<file path="config.mk">
export PLATFORM = sky130hd
export DESIGN_NAME = sampled_shadow_return_stack_unit
export DESIGN_NICKNAME = d
export VERILOG_FILES = /design/src/ssrs_pkg.sv /design/src/sampled_shadow_return_stack_unit.sv /design/src/ssrs_ram.sv /design/src/ssrs_dp.sv /design/src/ssrs_ctrl.sv
export SDC_FILE = /design/constraint.sdc
export NUM_CORES = 2
export LEC_CHECK = 0
export BUFFER_PORTS_ARGS = -buffer_cell sky130_fd_sc_hd__buf_2
export CORE_UTILIZATION = 45
export CTS_CLUSTER_DIAMETER = 120
export CTS_CLUSTER_SIZE = 12
export DETAILED_ROUTE_END_ITERATION = 12
export PLACE_DENSITY_LB_ADDON = 0.12
export SETUP_SLACK_MARGIN = 0.15
export SLEW_MARGIN = 15
export SYNTH_ARGS = -nofsm -noshare
export SYNTH_HDL_FRONTEND = slang
export SYNTH_HIERARCHICAL = 1
export SYNTH_SLANG_ARGS = --single-unit
</file>
<file path="constraint.sdc">
create_clock -name clk -period 4.65 [get_ports clk]
set_input_delay 0.465 -clock clk [delete_from_list [all_inputs] [get_ports clk]]
set_output_delay 0.465 -clock clk [all_outputs]
set_load 0.05 [all_outputs]
</file>
<file path="src/ssrs_pkg.sv">
// ---------------------------------------------------------------------------
// ssrs_pkg - shared types and constants
// Event codes, action codes, controller/datapath bundles, mode decode.
// ---------------------------------------------------------------------------
package ssrs_pkg;

    // event kinds (s_tuser)
    localparam logic [1:0] OP_CALL   = 2'd0;
    localparam logic [1:0] OP_RETURN = 2'd1;
    localparam logic [1:0] OP_TICK   = 2'd2;

    // mismatch actions
    localparam logic [1:0] ACT_NONE    = 2'd0;
    localparam logic [1:0] ACT_SUSPEND = 2'd1;
    localparam logic [1:0] ACT_PAUSE   = 2'd2;

    // error_mode codes
    localparam logic [1:0] MODE_SUSPEND = 2'd1;
    localparam logic [1:0] MODE_PAUSE   = 2'd2;

    // configuration register indexes
    localparam logic [1:0] REG_CHECK_ENABLE    = 2'd0;
    localparam logic [1:0] REG_CHECK_FREQUENCY = 2'd1;
    localparam logic [1:0] REG_ERROR_MODE      = 2'd2;

    localparam int OP_W      = 2;
    localparam int SITE_W    = 32;
    localparam int ACT_W     = 2;
    localparam int CNT_W     = 16;
    localparam int DVD_W     = CNT_W + 1;   // counter + 1 may reach 2^16
    localparam int STEP_W    = 5;           // counts DVD_W remainder steps
    localparam int CFG_IDX_W = 2;
    localparam int CFG_DAT_W = 16;
    localparam int IN_USER_W = 8;
    localparam int OUT_DAT_W = 8;

    // one result item; mismatch sits in the lowest bit
    typedef struct packed {
        logic             stack_fault;
        logic [ACT_W-1:0] error_action;
        logic             mismatch;
    } res_t;

    localparam int RES_W = $bits(res_t);

    // controller -> datapath
    typedef struct packed {
        logic push;        // write site at top, top + 1
        logic pop;         // read top - 1, top - 1, hold site
        logic cnt_fast;    // counter <= counter + 1 (or 0 at wrap)
        logic div_start;   // load remainder unit
        logic div_step;    // one remainder step
        logic div_wr;      // counter <= final remainder
        logic res_imm;     // result with no compare
        logic res_fault;   // fault bit for res_imm
        logic res_cmp;     // result from stored entry compare
    } cmd_t;

    // datapath -> controller
    typedef struct packed {
        logic is_call;
        logic is_ret;
        logic is_tick;
        logic active;      // checking enabled and counter at zero
        logic full;
        logic empty;
        logic tick_fast;   // counter + 1 within wrap value
        logic div_last;    // final remainder step
    } status_t;

    function automatic logic [ACT_W-1:0] action_for_mode(input logic [1:0] mode);
        logic [ACT_W-1:0] act;
        case (mode)
            MODE_SUSPEND: act = ACT_SUSPEND;
            MODE_PAUSE:   act = ACT_PAUSE;
            default:      act = ACT_NONE;
        endcase
        return act;
    endfunction

endpackage

</file>
<file path="src/sampled_shadow_return_stack_unit.sv">
// ---------------------------------------------------------------------------
// sampled_shadow_return_stack_unit - sampled shadow return stack
// Usage:
//   s_* channel takes one event item: s_tuser = kind (call/return/tick),
//   s_tdata = call-site address. m_* channel gives one result item per
//   event: mismatch, error action, stack fault.
//   cfg_* channel writes check_enable (0), check_frequency (1) and
//   error_mode (2); write only while no item is in flight. cfg_ready is
//   always high; other indexes are dropped.
//   m_tvalid rises in the cycle after input accept for call, tick and ignored
//   events; a checked return first passes the compare state (registered read
//   of the return store), and a tick whose counter sits at or above the wrap
//   value after a reconfig first runs the 17-step bit-serial remainder unit.
//   One item is worked on at a time and s_tready stays low while a result
//   waits, so a new event is taken only once the previous result has been
//   accepted by the receiver.
//   If the receiver stalls the result is held in the output register and
//   no further item is taken.
//   Reset: stack empty, job counter zero, checking off, frequency 1,
//   mode none. The return store itself is not cleared.
// ---------------------------------------------------------------------------
module sampled_shadow_return_stack_unit #(
    parameter int STACK_DEPTH = 128
) (
    input  logic                              clk,
    input  logic                              rst_n,
    // event input
    input  logic                              s_tvalid,
    output logic                              s_tready,
    input  logic [ssrs_pkg::SITE_W-1:0]       s_tdata,   // [31:0] call-site address
    input  logic [ssrs_pkg::IN_USER_W-1:0]    s_tuser,   // [1:0] opcode, [7:2] zero
    // result output
    output logic                              m_tvalid,
    input  logic                              m_tready,
    output logic [ssrs_pkg::OUT_DAT_W-1:0]    m_tdata,   // [0] mismatch,
                                                         // [2:1] error_action,
                                                         // [3] stack_fault, [7:4] zero
    // configuration writes
    input  logic                              cfg_valid,
    output logic                              cfg_ready,
    input  logic [ssrs_pkg::CFG_IDX_W-1:0]    cfg_index,
    input  logic [ssrs_pkg::CFG_DAT_W-1:0]    cfg_data
);
    import ssrs_pkg::*;

    cmd_t    cmd;
    status_t status;
    res_t    res;

    // config writes always taken; block is idle by contract
    assign cfg_ready = 1'b1;

    ssrs_ctrl u_ctrl (
        .clk       (clk),
        .rst_n     (rst_n),
        .in_valid  (s_tvalid),
        .in_ready  (s_tready),
        .out_valid (m_tvalid),
        .out_ready (m_tready),
        .status    (status),
        .cmd       (cmd)
    );

    ssrs_dp #(
        .STACK_DEPTH (STACK_DEPTH)
    ) u_dp (
        .clk       (clk),
        .rst_n     (rst_n),
        .cfg_we    (cfg_valid && cfg_ready),
        .cfg_index (cfg_index),
        .cfg_data  (cfg_data),
        .opcode    (s_tuser[OP_W-1:0]),
        .site_addr (s_tdata),
        .cmd       (cmd),
        .status    (status),
        .res       (res)
    );

    // result packed from bit 0 up, zero filled to a byte
    assign m_tdata = {(OUT_DAT_W - RES_W)'(0), res};

`ifndef SYNTHESIS
    // no new item while a result is still pending
    assert property (@(posedge clk) disable iff (!rst_n)
        s_tready |-> !m_tvalid)
        else $error("item accepted with result pending");

    // pointer can never be both at zero and at capacity
    assert property (@(posedge clk) disable iff (!rst_n)
        !(status.full && status.empty))
        else $error("stack pointer full and empty at once");

    // a fault never comes with a compare mismatch
    assert property (@(posedge clk) disable iff (!rst_n)
        m_tvalid && m_tdata[3] |-> !m_tdata[0])
        else $error("fault and mismatch together");

    // error action only with a mismatch
    assert property (@(posedge clk) disable iff (!rst_n)
        m_tvalid && !m_tdata[0] |-> (m_tdata[2:1] == ACT_NONE))
        else $error("action without mismatch");

    // a push or pop only while checking is live
    assert property (@(posedge clk) disable iff (!rst_n)
        (cmd.push || cmd.pop) |-> status.active)
        else $error("stack moved while checking inactive");
`endif

endmodule

</file>
<file path="src/ssrs_ram.sv">
// ---------------------------------------------------------------------------
// ssrs_ram - generic single-port-write, single-port-read RAM
// One write and one registered read per cycle.
// ---------------------------------------------------------------------------
module ssrs_ram #(
    parameter int WIDTH = 32,
    parameter int DEPTH = 128
) (
    input  logic                     clk,
    input  logic                     we,
    input  logic [$clog2(DEPTH)-1:0] waddr,
    input  logic [WIDTH-1:0]         wdata,
    input  logic                     re,
    input  logic [$clog2(DEPTH)-1:0] raddr,
    output logic [WIDTH-1:0]         rdata
);

    logic [WIDTH-1:0] mem [DEPTH];
    logic [WIDTH-1:0] rdata_reg;

    always_ff @(posedge clk)
    begin
        if (we)
        begin
            mem[waddr] <= wdata;
        end
        if (re)
        begin
            rdata_reg <= mem[raddr];
        end
    end

    assign rdata = rdata_reg;

endmodule

</file>
<file path="src/ssrs_dp.sv">
// ---------------------------------------------------------------------------
// ssrs_dp - shadow stack datapath
// Config registers, stack pointer, return store, job counter with a
// bit-serial remainder unit, result register.
// ---------------------------------------------------------------------------
module ssrs_dp #(
    parameter int STACK_DEPTH = 128
) (
    input  logic                               clk,
    input  logic                               rst_n,
    // config write
    input  logic                               cfg_we,
    input  logic [ssrs_pkg::CFG_IDX_W-1:0]     cfg_index,
    input  logic [ssrs_pkg::CFG_DAT_W-1:0]     cfg_data,
    // incoming item fields
    input  logic [ssrs_pkg::OP_W-1:0]          opcode,
    input  logic [ssrs_pkg::SITE_W-1:0]        site_addr,
    // control
    input  ssrs_pkg::cmd_t                     cmd,
    output ssrs_pkg::status_t                  status,
    output ssrs_pkg::res_t                     res
);
    import ssrs_pkg::*;

    localparam int AW = $clog2(STACK_DEPTH);
    localparam int PW = AW + 1;
    localparam logic [PW-1:0] TOP_FULL = PW'(STACK_DEPTH);

    // config
    logic              enable_reg;
    logic [CNT_W-1:0]  freq_reg;
    logic [1:0]        mode_reg;

    // stack
    logic [PW-1:0]     top_reg, top_next;
    logic [SITE_W-1:0] site_reg;
    logic [SITE_W-1:0] rdata;
    logic [PW-1:0]     top_dec;

    // job counter and remainder unit
    logic [CNT_W-1:0]  cnt_reg, cnt_next;
    logic [CNT_W-1:0]  rem_reg, rem_next;
    logic [DVD_W-1:0]  dvd_reg, dvd_next;
    logic [STEP_W-1:0] step_reg, step_next;
    logic [CNT_W-1:0]  freq_eff;
    logic [DVD_W-1:0]  cnt_inc;
    logic [DVD_W-1:0]  trial;
    logic [DVD_W-1:0]  trial_sub;

    res_t              res_reg, res_next;
    logic              cmp_mis;

    always_ff @(posedge clk or negedge rst_n)
    begin
        if (!rst_n)
        begin
            enable_reg <= 1'b0;
            freq_reg   <= CNT_W'(1);
            mode_reg   <= 2'd0;
        end
        else if (cfg_we)
        begin
            case (cfg_index)
                REG_CHECK_ENABLE:    enable_reg <= cfg_data[0];
                REG_CHECK_FREQUENCY: freq_reg   <= cfg_data;
                REG_ERROR_MODE:      mode_reg   <= cfg_data[1:0];
                default:             ;
            endcase
        end
    end

    // decode and status
    assign freq_eff  = (freq_reg == '0) ? CNT_W'(1) : freq_reg;
    assign cnt_inc   = {1'b0, cnt_reg} + DVD_W'(1);
    assign top_dec   = top_reg - PW'(1);

    assign status.is_call   = (opcode == OP_CALL);
    assign status.is_ret    = (opcode == OP_RETURN);
    assign status.is_tick   = (opcode == OP_TICK);
    assign status.active    = enable_reg && (cnt_reg == '0);
    assign status.full      = (top_reg == TOP_FULL);
    assign status.empty     = (top_reg == '0);
    assign status.tick_fast = (cnt_inc <= {1'b0, freq_eff});
    assign status.div_last  = (step_reg == STEP_W'(DVD_W - 1));

    // return store
    ssrs_ram #(
        .WIDTH (SITE_W),
        .DEPTH (STACK_DEPTH)
    ) u_store (
        .clk   (clk),
        .we    (cmd.push),
        .waddr (top_reg[AW-1:0]),
        .wdata (site_addr),
        .re    (cmd.pop),
        .raddr (top_dec[AW-1:0]),
        .rdata (rdata)
    );

    always_comb
    begin
        top_next = top_reg;
        if (cmd.push)
        begin
            top_next = top_reg + PW'(1);
        end
        else if (cmd.pop)
        begin
            top_next = top_dec;
        end
    end

    // restoring remainder, one dividend bit a step
    assign trial     = {rem_reg, dvd_reg[DVD_W-1]};
    assign trial_sub = trial - {1'b0, freq_eff};

    always_comb
    begin
        rem_next  = rem_reg;
        dvd_next  = dvd_reg;
        step_next = step_reg;
        cnt_next  = cnt_reg;
        if (cmd.div_start)
        begin
            rem_next  = '0;
            dvd_next  = cnt_inc;
            step_next = '0;
        end
        else if (cmd.div_step)
        begin
            rem_next  = (trial >= {1'b0, freq_eff}) ? trial_sub[CNT_W-1:0]
                                                    : trial[CNT_W-1:0];
            dvd_next  = {dvd_reg[DVD_W-2:0], 1'b0};
            step_next = step_reg + STEP_W'(1);
        end
        if (cmd.cnt_fast)
        begin
            cnt_next = (cnt_inc == {1'b0, freq_eff}) ? '0 : cnt_inc[CNT_W-1:0];
        end
        else if (cmd.div_wr)
        begin
            cnt_next = rem_next;
        end
    end

    always_ff @(posedge clk or negedge rst_n)
    begin
        if (!rst_n)
        begin
            top_reg  <= '0;
            cnt_reg  <= '0;
            step_reg <= '0;
        end
        else
        begin
            top_reg  <= top_next;
            cnt_reg  <= cnt_next;
            step_reg <= step_next;
        end
    end

    always_ff @(posedge clk)
    begin
        rem_reg <= rem_next;
        dvd_reg <= dvd_next;
        res_reg <= res_next;
        if (cmd.pop)
        begin
            site_reg <= site_addr;
        end
    end

    // result
    assign cmp_mis = (rdata != site_reg);

    always_comb
    begin
        res_next = res_reg;
        if (cmd.res_imm)
        begin
            res_next.mismatch     = 1'b0;
            res_next.error_action = ACT_NONE;
            res_next.stack_fault  = cmd.res_fault;
        end
        else if (cmd.res_cmp)
        begin
            res_next.mismatch     = cmp_mis;
            res_next.error_action = cmp_mis ? action_for_mode(mode_reg) : ACT_NONE;
            res_next.stack_fault  = 1'b0;
        end
    end

    assign res = res_reg;

endmodule

</file>
<file path="src/ssrs_ctrl.sv">
// ---------------------------------------------------------------------------
// ssrs_ctrl - shadow stack controller
// Sequences one item at a time: decide, optional compare or remainder
// run, then hold the result until taken.
// ---------------------------------------------------------------------------
module ssrs_ctrl (
    input  logic                clk,
    input  logic                rst_n,
    input  logic                in_valid,
    output logic                in_ready,
    output logic                out_valid,
    input  logic                out_ready,
    input  ssrs_pkg::status_t   status,
    output ssrs_pkg::cmd_t      cmd
);
    import ssrs_pkg::*;

    localparam logic [1:0] ST_IDLE = 2'd0;
    localparam logic [1:0] ST_CMP  = 2'd1;
    localparam logic [1:0] ST_DIV  = 2'd2;

    logic [1:0] state_reg, state_next;
    logic       ovld_reg, ovld_next;
    logic       acc;
    logic       done;

    assign in_ready = (state_reg == ST_IDLE) && !ovld_reg;
    assign acc      = in_valid && in_ready;

    always_comb
    begin
        cmd        = '0;
        state_next = state_reg;
        done       = 1'b0;
        case (state_reg)
            ST_IDLE:
            begin
                if (acc)
                begin
                    if (status.is_call)
                    begin
                        cmd.push      = status.active && !status.full;
                        cmd.res_imm   = 1'b1;
                        cmd.res_fault = status.active && status.full;
                        done          = 1'b1;
                    end
                    else if (status.is_ret)
                    begin
                        if (status.active && !status.empty)
                        begin
                            cmd.pop    = 1'b1;
                            state_next = ST_CMP;
                        end
                        else
                        begin
                            cmd.res_imm   = 1'b1;
                            cmd.res_fault = status.active;
                            done          = 1'b1;
                        end
                    end
                    else if (status.is_tick)
                    begin
                        if (status.tick_fast)
                        begin
                            cmd.cnt_fast = 1'b1;
                            cmd.res_imm  = 1'b1;
                            done         = 1'b1;
                        end
                        else
                        begin
                            // counter at or above the wrap value, left there by a reconfig
                            cmd.div_start = 1'b1;
                            state_next    = ST_DIV;
                        end
                    end
                    else
                    begin
                        cmd.res_imm = 1'b1;
                        done        = 1'b1;
                    end
                end
            end
            ST_CMP:
            begin
                cmd.res_cmp = 1'b1;
                done        = 1'b1;
                state_next  = ST_IDLE;
            end
            ST_DIV:
            begin
                cmd.div_step = 1'b1;
                if (status.div_last)
                begin
                    cmd.div_wr  = 1'b1;
                    cmd.res_imm = 1'b1;
                    done        = 1'b1;
                    state_next  = ST_IDLE;
                end
            end
            default:
            begin
                state_next = ST_IDLE;
            end
        endcase
    end

    always_comb
    begin
        ovld_next = ovld_reg;
        if (done)
        begin
            ovld_next = 1'b1;
        end
        else if (ovld_reg && out_ready)
        begin
            ovld_next = 1'b0;
        end
    end

    always_ff @(posedge clk or negedge rst_n)
    begin
        if (!rst_n)
        begin
            state_reg <= ST_IDLE;
            ovld_reg  <= 1'b0;
        end
        else
        begin
            state_reg <= state_next;
            ovld_reg  <= ovld_next;
        end
    end

    assign out_valid = ovld_reg;

endmodule

</file>
== Yosys cells after proc, flatten, opt, wreduce, memory -nomap -nowiden ==
Memories as Yosys holds them, arrays and structs flattened. A register that Yosys moved wholly into a read port is not among the register bits.
Index checks and enable logic that the tools add are counted.
Widths: inputs -> output; s select.
Word-level totals
  bits in registers: 120
  latch bits: 0
  memory bits (writable): 4096
  bits in read-only memories: 0
  input bits: 63
  logic and storage cells: 121
  memories kept: 1
Cells by class
  add/subtract/negate cells: 5
  multipliers: 0
  divide/modulo/power cells: 0
  magnitude comparators: 2
  equal/unequal tests: 18
  shift operators: 0
  mux-type cells: 56
  bitwise operators: 0
  reduce and logical (&&, ||, !) cells: 25
Memories
  u_dp.u_store.mem: words 128, width 32, rd ports 1, clocked after Yosys merged registers in 1, wr ports 1, RTL line ssrs_ram.sv:18  | logic [WIDTH-1:0] mem [DEPTH];
Operators by type and width (number)
  $mux 16: 7
  $mux 17: 2
  $logic_not 16->1: 2
  $ne 32x32->1: 1
  $mux 2: 15
  $mux 1: 19
  $add 16x1->17 const B: 1
  $eq 17x16->1: 1
  $ge 17x16->1: 1
  $le 17x16->1: 1
  $mux 4: 4
  $mux 8: 2
  $sub 16x16->16: 1
  $mux 5: 2
  $reduce_bool 2->1: 5
  $ne 3x3->1 const B: 3
  $add 8x1->8 const B: 1
  $eq 2x1->1 const B: 4
  $eq 2x2->1 const B: 4
  $eq 8x8->1 const B: 1
  $logic_not 8->1: 1
  $pmux 2 s2: 2
  $sub 8x1->8 const B: 1
  $logic_and 1x1->1: 7
  11 further kinds: 18

== Logic depth before layout (Yosys ltp) ==
  depth in word-level cells: 12
  gate-level depth with buffers: 23
  depth with buffers taken out: 22

== Cells and area by module ==
Netlist, hierarchy kept.
By module, submodules not included
  ssrs_ram: times used 1, cells an instance 5990, area each 156596.4 um^2, seq. area each 123958.9 um^2
  ssrs_dp: times used 1, cells an instance 681, area each 6896.6 um^2, seq. area each 3084.2 um^2
  ssrs_ctrl: times used 1, cells an instance 30, area each 229.0 um^2, seq. area each 75.1 um^2
  sampled_shadow_return_stack_unit: times used 1, cells an instance 7, area each 45.0 um^2, seq. area each 0.0 um^2

== Least setup slack after synthesis ==
OpenSTA, ideal clock, no wires.
  path type: reg2reg
  start point: register u_dp.cnt_reg[0]
  end point: register u_dp.top_reg[4]
  library setup time: 0.079 ns
  data arrival time: 4.783 ns
  data required time: 4.571 ns
  path slack: -0.212 ns
  stages on the path, launching flop included: 10
  period minus slack after synthesis: 4.862 ns
  cell sequence: dfrtp_1 > inv_1 > ha_1 > nor4b_1 > and4_1 > nand2_1 > nor2_1 > nand2b_1 > o21ai_0 > xor2_1
RTL lines
  from (decl): RTL line ssrs_dp.sv:41  | logic [CNT_W-1:0] cnt_reg, cnt_next;
  from (signal assigned): RTL line ssrs_dp.sv:157  | cnt_reg <= cnt_next;
  to (signal assigned): RTL line ssrs_dp.sv:156  | top_reg <= top_next;
  to (decl): RTL line ssrs_dp.sv:35  | logic [PW-1:0] top_reg, top_next;

==> results.md <==
* Placeable Area at around 360,000 um2
* FF-to-FF setup slack at ~0.24 ns
* Top FF cell, synth: edfxtp_1
* Number of fill cells at 27,800
* Crit Reg-Reg Startpoint: u_dp/cnt_reg[0]
* Setup Skew at 0.0520 ns
* Slew Viols, Final at 0
* H-tree levels at 5
* Final Instance Area at ~190,000 um2
* FFs w/ async S/R, synth at 1.20%
* Worst slew margin at 22.5%
* Cells after synthesis at 6,708
* Final total power at between 70 and 80 mW
* Synth area leader: edfxtp_1
* GRT Residual Overflow at 0
* Placement-stage cell area at 175,000 um2
* Port Buffers at 62
* Detailed Route WL at 437,000 um
* Max reg flops at 4,096
* Detailed Place HPWL at 244,000 um
* Clock sinks at 4,248
* Clock Pin Slew Worst Setup and Hold Paths at 0.07 ns
* CP startpoint kind: register
* Ratio of cells with drive above 1 in the final layout at between 30% and 40%
* Highest clock rate at 0.227 GHz
* Setup violations, final at 0
* HP Start: s_tdata[8]
* Die area at roughly 370,000 um2
* Reg2reg end: u_dp/u_store/mem[18][10]
* Critical Path RT at about 5.3 ns
* FF-to-FF path depth at 12
* Worst vdd ir at 0.301 mV
* Utilization after layout at a little over 50%
* Synth area leaders: edfxtp_1 77%, mux4_2 18%, dfrtp_1 0.76%, clkbuf_1 0.47%, nor2_1 0.46%
* Setup ws final at 0.237 ns
* CP arrival at between 5 and 6 ns
* Cell variety after synth at 72
* Setup CP Type: reg2reg
* Sw power at 17.9 mW
* Cell row count at around 220
* Dpl ws at 0.380 ns
* Residual DRC at 0
* # IOs at 74
* Die H at a little over 600 um
* First DRT Iteration DRCs at 8,717
* Routed len/inst at 36.1 um
* Fin Setup TNS at 0 ns
* Gr usage total at 24.0%
* Global placement routability congestion at 0.851
* Register area share after synthesis at between 70 and 80%
* Worst skew pair latency at 0.99 ns
* Final period util at 94.9%
* Switch share at 22.8%
* Max cap viols at 0
* Initial antenna violation count at 49
* Final ANT Viol Nets at 0
* Flops & latches, synth at 4,248
* Hold Crit Class: in2reg
* Bufs on Longest Clock Path at 4
* Synthesized area per cell at 24.4 um2
* Fin crit period at 4.41 ns
* Fin. Hold Viols at 0
* Hold EP: u_dp/u_store/mem[13][8]
* Via/cell ratio at 6.25
* P_int at between 60 and 70 mW
* Die width at 605 um
* Syn. warnings at 6
* Vias in the first global route at 77,200
* Post-Synthesis Cell Area at 164,000 um2
* Pwr per Cell Area at 421 nW/um2
* Vias post-DR at 75,600
* Outcome: completed
* Slew @ Worst Pin at approximately 1.2 ns
* CTS buffer count at 392
* Top-area cell type share of the netlist area at approximately three quarters
* Unrepaired setup endpoints after global routing: false
* Area Overhead vs Synth at 13.4%
* Largest net degree at the start of global routing at 99
* TritonCTS clock tree: yes
* Nets@finish at between 7,000 and 8,000
* Combinational fraction of design power at under 10%
* Effective utilization at floorplan at between 40% and 50%
* Crit path from: u_dp/cnt_reg[0]
* Root buffer cell: clkbuf_16
* Sequential share of power at 54.5%
* Min-Delay Path Depth at 1
* EDFF count, synth at 4,178
* First-pass GRT wire length at 609,000 um
* Critical path peak fanout at 27
* Drt pass-1 iters at 6
* Clock power share at 36.7%
* Element type at the critical path end: register
* LEAKAGE at 58.7 nW
## routing by layer
metal,vias to the layer above,track usage (%),routed length [um]
li1,29800,-,-
met1,42500,36.0,189000
met2,2863,37.8,208000
met3,489,3.72,31500
met4,12,4.58,8170
met5,-,0,88
## final cells by class
type,count,area (um2),share of cell area (%)
Clock buffer,452,10100,5.44
Multi-Input combinational cell,2068,36100,19.5
Inverter,47,191,0.103
Clock inverter,27,455,0.245
Tap cell,4794,6000,3.23
Sequential cell,4248,127000,68.5
Timing Repair Buffer,435,5570,3.00
Antenna cell,21,52.6,0.0283
## cell usage after synthesis, types with 25 or more instances
| master | count |
|---|---|
| inv_1 | 47 |
| ha_1 | 39 |
| nand3_1 | 28 |
| xor2_1 | 25 |
| edfxtp_1 | 4178 |
| o21ai_0 | 28 |
| mux2_2 | 56 |
| buf_2 | 80 |
| dfrtp_1 | 50 |
| buf_1 | 52 |
| nor2_1 | 199 |
| nand2_1 | 50 |
| a21oi_1 | 32 |
| mux4_2 | 1344 |
| xnor2_1 | 47 |
| clkbuf_1 | 204 |
## power groups by stage
| stage | Combinational [mW] | Sequential [mW] | Clock, mW |
|---|---|---|---|
| CTS | 6.96 | 42.6 | 29.3 |
| global placement | 6.81 | 43.4 | 0 |
| detailed placement | 6.91 | 43.4 | 0 |
| finish | 6.91 | 42.6 | 28.7 |
| global route | 7.34 | 42.6 | 30.6 |
| floorplan | 4.03 | 43.3 | 0 |
## worst max-delay path: stages (launching register included)
cell and delay (ns):
dfrtp_1 0.39, buf_4 0.17, inv_1 0.06, ha_1 0.14, nor4b_1 0.29, and4_1 0.32, nand2_1 0.17, nor3b_2 0.83
nor2b_1 0.49, nand2_2 0.28, buf_4 0.31, nor2_4 0.28, buf_12 0.30
## worst max-delay path by stage
stage	slack [ns]	cells past startpoint	end
6_report	0.24	12	u_dp/u_store/mem[18][10]
5_1_grt	0.14	20	u_dp/res[2]
4_1_cts	0.29	21	u_dp/cnt_reg[12]
3_5_place_dp	0.38	18	u_dp/cnt_reg[12]
3_3_place_gp	0.25	21	u_dp/cnt_reg[14]
2_1_floorplan	0.02	9	u_dp/u_store/mem[98][0]
## through the flow
step                hold WS [ns]  std cells
floorplan                  0.169       6711
global placement           0.440      11600
detailed placement         0.455      11600
CTS                       0.0145      12100
global route              0.0649      12100
finish                    0.0676      12100
## logic make-up after synthesis
kind of cell,synth area share [%]
flops,77.6
mux,19.0
buf+inv,1.00
simple gates,1.12
compound gates,0.601
xor+xnor,0.385
fa+ha+maj,0.310
other cells,0.00459
## cell usage in the layout (no fill, tap or decap), types with 7 or more instances in the layout
cell type	n
ha_1	39
clkbuf_16	395
clkbuf_1	57
mux2_2	56
nor2_1	76
mux2i_1	15
nand2_1	47
a211oi_1	8
a21o_1	17
nand3_1	24
buf_12	182
edfxtp_1	4178
buf_2	30
buf_4	190
nor4_1	7
xor2_1	21
diode_2	21
o21ai_0	28
clkinv_8	12
inv_1	45
a21oi_1	32
dfxtp_1	19
nor2b_1	16
nor3_1	12
nand4_1	20
dfrtp_1	50
xnor2_1	43
nor2_4	120
mux4_2	1344
dlygate4sd3_1	31
## what timing repair did
action	CTS	global route
hold buffers	30	1
resized for setup	0	11
buffers inserted	0	0
hold endpoints to repair	228	16
endpoints found under the setup margin	0	29
(Power assumes the default switching activity.)
